===== src/hw/rtl/cpnmi_pkg.sv =====
// Shared constants, state encoding and control/status word types for the NMI unit.
package cpnmi_pkg;

    localparam int ALPHABET_DEF = 25;
    localparam int MAX_ROWS_DEF = 4096;

    localparam int SYM_W     = 5;
    localparam int NMI_W     = 17;
    localparam int LG_FRAC   = 20;
    localparam int MANT_W    = 31;
    localparam int ACC_W     = 56;
    localparam int LOG2E_Q20 = 1512775;
    localparam int ONE_Q16   = 65536;
    localparam int DIV_STEPS = 17;

    typedef enum logic [4:0] {
        ST_CLR,
        ST_IDLE,
        ST_INC,
        ST_LGN_GO,
        ST_LGN_WT,
        ST_RD,
        ST_RDW,
        ST_LG_GO,
        ST_LG_WT,
        ST_TERM,
        ST_MUL1,
        ST_MUL2,
        ST_ACC,
        ST_NEXT,
        ST_FIN1,
        ST_FIN2,
        ST_FIN3,
        ST_CHK,
        ST_DIV,
        ST_OUT
    } t_state;

    typedef struct packed {
        logic clr;
        logic row_load;
        logic row_write;
        logic walk_init;
        logic lgn_go;
        logic lgn_take;
        logic bin_take;
        logic lg_go;
        logic lg_take;
        logic term;
        logic mul1;
        logic mul2;
        logic acc;
        logic next;
        logic fin1;
        logic fin2;
        logic fin3;
        logic chk;
        logic div;
        logic emit;
    } t_cmd;

    typedef struct packed {
        logic pi_last;
        logic row_last;
        logic c_zero;
        logic lg_done;
        logic lk_last;
        logic trivial;
        logic div_last;
    } t_stat;

endpackage


===== src/hw/rtl/cpnmi_ctrl.sv =====
// Controller: sequences the clearing pass, row updates, the bin walk and the final division.
module cpnmi_ctrl (
    input  logic              i_clk,
    input  logic              i_rst_n,
    input  logic              start,
    input  cpnmi_pkg::t_stat  i_stat,
    output cpnmi_pkg::t_cmd   o_cmd,
    output logic              busy
);

    cpnmi_pkg::t_state r_state, n_state;

    always_ff @(posedge i_clk) begin
        if (!i_rst_n) begin
            r_state <= cpnmi_pkg::ST_CLR;
        end else begin
            r_state <= n_state;
        end
    end

    always_comb begin
        n_state = r_state;
        o_cmd   = '0;
        busy    = (r_state != cpnmi_pkg::ST_IDLE);
        unique case (r_state)
            cpnmi_pkg::ST_CLR: begin
                o_cmd.clr = 1'b1;
                if (i_stat.pi_last) n_state = cpnmi_pkg::ST_IDLE;
            end
            cpnmi_pkg::ST_IDLE: begin
                if (start) begin
                    o_cmd.row_load = 1'b1;
                    n_state = cpnmi_pkg::ST_INC;
                end
            end
            cpnmi_pkg::ST_INC: begin
                o_cmd.row_write = 1'b1;
                if (i_stat.row_last) begin
                    o_cmd.walk_init = 1'b1;
                    n_state = cpnmi_pkg::ST_LGN_GO;
                end else begin
                    n_state = cpnmi_pkg::ST_IDLE;
                end
            end
            cpnmi_pkg::ST_LGN_GO: begin
                o_cmd.lgn_go = 1'b1;
                n_state = cpnmi_pkg::ST_LGN_WT;
            end
            cpnmi_pkg::ST_LGN_WT: begin
                if (i_stat.lg_done) begin
                    o_cmd.lgn_take = 1'b1;
                    n_state = cpnmi_pkg::ST_RD;
                end
            end
            cpnmi_pkg::ST_RD: begin
                n_state = cpnmi_pkg::ST_RDW;
            end
            cpnmi_pkg::ST_RDW: begin
                o_cmd.bin_take = 1'b1;
                n_state = i_stat.c_zero ? cpnmi_pkg::ST_NEXT : cpnmi_pkg::ST_LG_GO;
            end
            cpnmi_pkg::ST_LG_GO: begin
                o_cmd.lg_go = 1'b1;
                n_state = cpnmi_pkg::ST_LG_WT;
            end
            cpnmi_pkg::ST_LG_WT: begin
                if (i_stat.lg_done) begin
                    o_cmd.lg_take = 1'b1;
                    n_state = i_stat.lk_last ? cpnmi_pkg::ST_TERM : cpnmi_pkg::ST_LG_GO;
                end
            end
            cpnmi_pkg::ST_TERM: begin
                o_cmd.term = 1'b1;
                n_state = cpnmi_pkg::ST_MUL1;
            end
            cpnmi_pkg::ST_MUL1: begin
                o_cmd.mul1 = 1'b1;
                n_state = cpnmi_pkg::ST_MUL2;
            end
            cpnmi_pkg::ST_MUL2: begin
                o_cmd.mul2 = 1'b1;
                n_state = cpnmi_pkg::ST_ACC;
            end
            cpnmi_pkg::ST_ACC: begin
                o_cmd.acc = 1'b1;
                n_state = cpnmi_pkg::ST_NEXT;
            end
            cpnmi_pkg::ST_NEXT: begin
                o_cmd.next = 1'b1;
                n_state = i_stat.pi_last ? cpnmi_pkg::ST_FIN1 : cpnmi_pkg::ST_RD;
            end
            cpnmi_pkg::ST_FIN1: begin
                o_cmd.fin1 = 1'b1;
                n_state = cpnmi_pkg::ST_FIN2;
            end
            cpnmi_pkg::ST_FIN2: begin
                o_cmd.fin2 = 1'b1;
                n_state = cpnmi_pkg::ST_FIN3;
            end
            cpnmi_pkg::ST_FIN3: begin
                o_cmd.fin3 = 1'b1;
                n_state = cpnmi_pkg::ST_CHK;
            end
            cpnmi_pkg::ST_CHK: begin
                o_cmd.chk = 1'b1;
                n_state = i_stat.trivial ? cpnmi_pkg::ST_OUT : cpnmi_pkg::ST_DIV;
            end
            cpnmi_pkg::ST_DIV: begin
                o_cmd.div = 1'b1;
                if (i_stat.div_last) n_state = cpnmi_pkg::ST_OUT;
            end
            cpnmi_pkg::ST_OUT: begin
                o_cmd.emit = 1'b1;
                n_state = cpnmi_pkg::ST_IDLE;
            end
            default: begin
                n_state = cpnmi_pkg::ST_CLR;
            end
        endcase
    end

endmodule


===== config.mk =====
export PLATFORM = sky130hd
export DESIGN_NAME = cpnmi_ctrl
export DESIGN_NICKNAME = d
export VERILOG_FILES = /design/src/hw/rtl/cpnmi_pkg.sv /design/src/hw/rtl/cpnmi_ctrl.sv
export SDC_FILE = /design/constraint.sdc
export NUM_CORES = 1
export LEC_CHECK = 0
export ABC_AREA = 1
export BUFFER_PORTS_ARGS = -buffer_cell sky130_fd_sc_hd__clkbuf_2
export CORE_MARGIN = 3
export CORE_UTILIZATION = 46
export DETAILED_ROUTE_END_ITERATION = 8
export GPL_TIMING_DRIVEN = 0
export PLACE_DENSITY_LB_ADDON = 0.08
export SYNTH_ARGS = -nofsm -noshare
export SYNTH_HDL_FRONTEND = slang
export SYNTH_SLANG_ARGS = --single-unit

===== constraint.sdc =====
create_clock -name i_clk -period 1.4 [get_ports i_clk]
set_input_delay 0 -clock i_clk [delete_from_list [all_inputs] [get_ports i_clk]]
set_output_delay 0 -clock i_clk [all_outputs]
set_load 0.01 [all_outputs]

# Yosys cells after proc, flatten, opt, wreduce, memory -nomap -nowiden
# Cells that the tools add are included.
[op_classes]
muxes = 33
reduce_logical = 2
n_eq_ne = 25
[ops]
columns = ["op", "n"]
rows = [
  ["5-bit case mux with 20 select lines", 1],
  ["5-bit by 4-bit == test with 1-bit output (second input constant)", 8],
  ["5-bit two-way mux", 5],
  ["1-bit two-way mux", 22],
  ["5-bit by 3-bit == test with 1-bit output (second input constant)", 4],
  ["5-bit == test (second input constant)", 4],
  ["4-bit two-way mux", 3],
  ["5-bit by 2-bit == test with 1-bit output (second input constant)", 2],
  ["2-bit inequality test (second input constant)", 5],
  ["5-bit by 1-bit == test with 1-bit output (second input constant)", 1],
  ["5-bit logical NOT", 1],
  ["5-bit by 1-bit inequality test with 1-bit output (second input constant)", 1],
  ["5-bit AND reduction", 1],
  ["2-bit two-way mux", 2],
]
[totals]
word_cells = 61
input_bits = 10
register_bits = 5

# Logic depth before layout (Yosys ltp)
# Gate-level depths: netlist of the first run.
[depth]
depth_word = 3
ltp_mapped = 10

# Least setup slack after synthesis of the first run
# Ideal clock, no wire load.
[synth_timing]
kind = "register to register"
start = "register r_state[0]"
end = "register r_state[3]"
synth_period_minus_slack_ns = 1.253
setup_slack_ns = 0.147
required_time_ns = 1.334
arrival_time_ns = 1.187
path_stages_with_launch = 11
setup_ns = 0.066
path_buffers = 1
cell_sequence = "dfxtp_1 buf_6 nor2_4 nand2_1 nor2_1 nand2_1 nand2_1 nor2_1 nand2_1 nand2_1 a21oi_2"
[synth_between]
elab_chain_len = 3
[synth_lines]
columns = ["item", "line_no", "text"]
rows = [
  ["start, declared", "cpnmi_ctrl.sv:11", "cpnmi_pkg::t_state r_state, n_state;"],
  ["start signal, assigned", "cpnmi_ctrl.sv:15", "r_state <= cpnmi_pkg::ST_CLR;"],
  ["start signal, assigned", "cpnmi_ctrl.sv:17", "r_state <= n_state;"],
  ["5-bit by 3-bit == test with 1-bit output, or another cell as far along", "cpnmi_ctrl.sv:25", "unique case (r_state)"],
  ["2-bit inequality test (no source line)", "--", ""],
  ["5-bit AND reduction (no source line)", "--", ""],
]
# Several ways; a longest one is shown, not always the timed one.
# A chain may end at the register's enable or synchronous reset.

==> impl_metrics.toml, run 1 <==
[run_status]
outcome = "finished clean"

[final_layout]
reg_top3 = "r_state x5"
areaGrowthSynthToFinish_pct = 42.8
regArea_um2 = 104
largest_register_ffs = 5
multiInputGateArea_um2 = 509
n_antenna_cell = 0
drive_gt1_frac = 0.416
utilization = 0.733
num-nets-final = 184
fillers = 123
top_register = "r_state"
final_area_um2 = 990
final_cells = 188

[setup_path]
cp-endpoint = "o_cmd[19]"
crit_fanout = 7
r2r_slack_ns = 0.05
worst_path_most_repeated_cell = "nor2_4"
cp_cell_sequence = "buf_6 > nor2_4 > inv_2 > nor2_4 > inv_1 > nor2_1 > buf_2"
crit_slowest_cell = "dfxtp_1"
cp-start-kind = "flop"
regToRegEndpoint = "r_state[3]"
reg2reg_depth = 9
worstPathRequired_ns = 1.40
critPathArrivalTime_ns = 1.39
worstSetupStartpoint = "r_state[0]"
crit_type = "flop to output pin"
cp_slowest_stage_delay_ns = 0.30
worstSetupEndpointType = "output pin"
reg2reg_from = "r_state[0]"

[place]
place_inst = 178
placement.io_buffers = 30
dpl_worst_slack_ns = 0.0167
hpwl_mm = 1.56
place_area_um2 = 862
globalplace.congestion = 0.917

[cts]
cts_buffers = 3
tritoncts = "built"
htreeDepth = 1
clockBufferDepth = 2
clockRootBuffer = "clkbuf_4"
ctsHoldBuffers = 0
clk_latency_ns = 0.24
clock_sinks = 5
clk_pin_slew_ns = 0.04

[synthesis]
ys_types = 15
synth_warnings = 0
avgSynthCellArea_um2 = 5.21
ys_ff_latch = 5
syn_inst = 133
synth_area_um2 = 693
synth_fp_nets = 143
ys_seq_area_frac = 0.144

[floorplan]
die_w_um = 44.8
fp.dieH_um = 44.8
die_area_um2 = 2010
ios = 31
rows = 13
initial_core_util = 0.513
coreArea_um2 = 1350

[global_route]
grt_pass1_vias = 766
grt-busiest-layer = "met2"
grtUsageMet3 = 0.0359
met2_usage = 0.335
grt_max_degree = 11
track_usage = 0.210
grt_antenna_before_repair = 0
grt_pass1_wl_mm = 3.16
grt-ovfl-total = 0
grtUsageMet1 = 0.280

[sta]
maxSlewHeadroom = 0.816
setup_ws_ns = 0.0148
skew_ns = 0.00129
fmax_mhz = 722
slew_violations = 0
worst_pin_slew_ns = 0.275
fin_crit_sh = 0.989
setup_tns_ns = 0
finalHoldViolCount = 0
rsz0062_at_grt = "yes"
setup_violations = 0
fin_crit_ns = 1.39

[hold_path]
hp-start = "start"
worstHoldPathType = "input pin to flop"

[run]
cap_violations = 0

[detailed_routing]
wirelength_mm = 2.17
post-route-drc-count = 0
firstDrtPassIters = 4
via_count = 969
drt_iter0_drc = 27
via_per_inst = 5.15
wl_per_cell_um = 11.6
postRouteAntennaNets = 0

[pwr]
leakage_nw = 0.610
power_density_nw_per_um2 = 809
peakVddDrop_v = 0.000573
stage by stage:
stage	total power, mW	hold WS (ns)
6_report	0.801	0.0658
5_1_grt	0.857	0.0818
4_1_cts	0.752	0.0490
3_5_place_dp	0.534	0.289
3_3_place_gp	0.528	0.280
2_1_floorplan	0.440	0.0945
report_power, final:
group / switching (mW) / total [mW] / internal [mW]
logic: 0.271 / 0.466 / 0.195
registers: 0.00913 / 0.165 / 0.156
clock network: 0.0613 / 0.169 / 0.108
total: 0.342 / 0.801 / 0.459
Yosys cell counts:
cell / count / area, µm²
nand2_1: 39 / 146
nor2_1: 26 / 97.6
inv_1: 24 / 90.1
nand3_1: 11 / 55.1
dfxtp_1: 5 / 100
nor2_2: 5 / 31.3
a21oi_1: 4 / 20.0
nor2_4: 4 / 45.0
inv_2: 3 / 11.3
nand2_2: 3 / 18.8
nand4_1: 3 / 18.8
buf_6: 2 / 22.5
o21ai_0: 2 / 10.0
a21oi_2: 1 / 8.76
nand3_4: 1 / 17.5
worst min path at each step:
stage	end	slack, ns	cells after the start
6_report	r_state[0]	0.07	4
5_1_grt	r_state[0]	0.08	4
3_5_place_dp	o_cmd[16]	0.29	4
3_3_place_gp	o_cmd[16]	0.28	4
4_1_cts	r_state[0]	0.05	4
2_1_floorplan	o_cmd[16]	0.09	2
critical path, delay by kind of cell (launching register included):
family	cells	cell delay [ns]
DFF	1	0.30
and+or+nand+nor	3	0.41
buffers and inverters	4	0.42
cell usage in the layout, fill, tap and decap left out, drive strengths merged:
cell type  netlist  final
dfxtp            5      5
buf              2     12
nand2           42     42
nand4            3      3
o21ai            2      2
nor2            35     35
inv             27     27
clkbuf           0     30
nand3           12     12
a21oi            5      5
what timing repair did:
| item | 4_1_cts | 5_1_grt |
|---|---|---|
| pin swaps | 1 | 2 |
| setup buffers | 4 | 2 |
| resized for setup | 3 | 18 |
| gates cloned | 0 | 0 |
| endpoints found under the hold margin | 0 | 0 |
| endpoints found under the setup margin | 8 | 18 |
metal layers:
metal | part of all wire | wire length, µm
met1 | 0.40 | 858
met2 | 0.49 | 1070
met3 | 0.093 | 203
met4 | 0.021 | 45
met5 | 0 | 0
cell families (layout without fill, tap and decap cells):
kind of cell           count (synthesis)  after routing  synth area share
buffers and inverters                 29             69             0.179
AND/OR/NAND/NOR                       92             92             0.621
AO/OA/AOI/OAI                          7              7            0.0560
flip-flops                             5              5             0.144
layout make-up:
cell class / count / share of cell area
plain buffers: 2 / 0.0228
clock buffers: 4 / 0.0265
inverters: 27 / 0.102
multi-input cells: 99 / 0.515
flip-flops and latches: 5 / 0.105
well taps: 15 / 0.0190
repair buffers: 36 / 0.210
Note: power is estimated with default switching activity, not from simulation.
==> run 2, diff against run 1 <==
ABC_AREA = unset   (was 1)
CORE_UTILIZATION = 44   (was 46)
==> impl_metrics.toml, run 2 <==
[detailed_routing]
postRouteAntennaNets = 0
via_per_inst = 5.65
firstDrtPassIters = 4
wirelength_mm = 1.99
post-route-drc-count = 0
wl_per_cell_um = 13.5
via_count = 836
drt_iter0_drc = 24

[cts]
clk_pin_slew_ns = 0.04
clockRootBuffer = "clkbuf_4"
cts_buffers = 3
ctsHoldBuffers = 0
clk_latency_ns = 0.25
htreeDepth = 1
tritoncts = "built"
clock_sinks = 5
clockBufferDepth = 2

[synthesis]
synth_warnings = 0
yosysTopAreaCellShare = 0.165
syn_inst = 99
ys_top_cells_by_area = "dfxtp_1 (16%), nor2_1 (14%), nor3_1 (5.8%)"
synthArstFlopShare = 0
synth_area_um2 = 608
synth_fp_nets = 109
yosysTopAreaCell = "dfxtp_1"
ys_seq_area_frac = 0.165
synth_most_common_cell = "nor2_1"
avgSynthCellArea_um2 = 6.14
synthTopCellsByCount = "nor2_1 (22), nand2_1 (7), nor3_1 (7)"
ys_types = 33
ys.flop_type = "dfxtp_1"
ys_ff_latch = 5
synth_edf_count = 0

[pwr]
power_density_nw_per_um2 = 760
peakVddDrop_v = 0.000352
power_uw = 695
leakage_nw = 0.421

[place]
placement.io_buffers = 30
hpwl_mm = 1.47
place_area_um2 = 783
dpl_worst_slack_ns = -0.0968
globalplace.congestion = 0.915

[final_layout]
final_cell_mix = "clkbuf_2 (28), nor2_1 (20), nand2_1 (6), buf_2 (5), inv_1 (5)"
final_area_um2 = 915
drive_gt1_frac = 0.433
areaGrowthSynthToFinish_pct = 50.4
n_antenna_cell = 0
num-nets-final = 145
top_register = "r_state"
reg_top3 = "r_state x5"
fillers = 95
final_common_cell = "clkbuf_2"
utilization = 0.761
largest_register_ffs = 5

[sta]
fmax_mhz = 694
maxSlewHeadroom = 0.844
setup_tns_ns = -0.0542
skew_ns = 0.00505
rsz0062_at_grt = "yes"
fin_crit_ns = 1.44
slew_violations = 0
setup_violations = 2
fin_crit_sh = 1.03
setup_ws_ns = -0.0415
worst_pin_slew_ns = 0.232
finalHoldViolCount = 0

[setup_path]
crit_slowest_cell = "or4_4"
worstPathRequired_ns = 1.57
cpLargestDelayFamily = "simple AND/OR/NAND/NOR gates"
cp_cell_sequence = "or3b_1 > buf_6 > or4_4 > o211ai_2"
cp-start-kind = "flop"
cp_slowest_stage_delay_ns = 0.42
critPathArrivalTime_ns = 1.61
crit_fanout = 7
worstSetupEndpointType = "flop"
critical_path_buf_inv_count = 1
crit_type = "flop to flop"

[floorplan]
coreArea_um2 = 1200
rows = 12
initial_core_util = 0.506
die_w_um = 43.2
ios = 31
fp.dieH_um = 43.2
die_area_um2 = 1860

[run_status]
outcome = "finished with violations"
violations = "setup timing"

[global_route]
grt_antenna_before_repair = 0
grt-ovfl-total = 0
grt_max_degree = 11
track_usage = 0.221
grt_pass1_vias = 742
grt_pass1_wl_mm = 3.22

[hold_path]
worstHoldPathType = "input pin to flop"

[run]
cap_violations = 0
## run 2: changes by cell type after synthesis, sizes merged, moves of 5 or more
cell and change:
nor2 -13, inv -22, nand3 -10, nor3 +7, clkbuf +5, nand2 -35
## run 2: metal layers
metal,part of all wire,GRT usage
met5,0,0
met4,0.0085,0.0783
met3,0.051,0.0254
met2,0.49,0.354
met1,0.45,0.300
## run 2: worst paths after layout
kind / startpoint / cells after the start / slack [ns] / to
worst max-delay path: r_state[3] / 4 / -0.04 / r_state[3]
worst min-delay path: i_rst_n / 3 / 0.06 / r_state[2]
worst max register to register: r_state[3] / 4 / -0.04 / r_state[3]
worst min register to register: r_state[1] / 3 / 0.66 / r_state[2]
## run 2: worst min-delay path, cell delays in order
cell      delay [ns]
clkbuf_2        0.12
nand4_1         0.09
o31ai_1         0.06
## run 2: final cells by class
cell class,instances,area [µm²],share of cell area
well taps,14,17.5,0.0192
clock buffers,4,26.3,0.0287
plain buffers,8,73.8,0.0807
flip-flops and latches,5,106,0.116
multi-input cells,81,514,0.562
repair buffers,31,158,0.172
inverters,5,18.8,0.0205
## run 2: stage by stage
stage | instances | hold WS (ns)
global route | 148 | 0.0719
detailed placement | 143 | 0.311
floorplan | 99 | 0.138
global placement | 143 | 0.308
finish | 148 | 0.0611
CTS | 147 | 0.0436
## run 2: logic make-up (layout without fill, tap and decap cells)
| family | count (synthesis) | count (layout) | synth area share |
|---|---|---|---|
| simple gates | 62 | 62 | 0.535 |
| compound gates | 17 | 17 | 0.185 |
| buf+inv | 13 | 48 | 0.0844 |
| flops | 5 | 5 | 0.165 |
| xor+xnor | 1 | 1 | 0.0144 |
| mux | 1 | 1 | 0.0165 |
## run 2: timing repair
item	4_1_cts	5_1_grt
cloned	0	0
setup buffers	0	1
pin swaps	1	4
endpoints found under the setup margin	25	24
resized for setup	12	28
## run 2: where the power goes
group / switching, mW / total (mW) / internal (mW)
clock: 0.0609 / 0.169 / 0.108
combinational: 0.197 / 0.359 / 0.162
sequential: 0.0128 / 0.167 / 0.155
total: 0.270 / 0.695 / 0.425
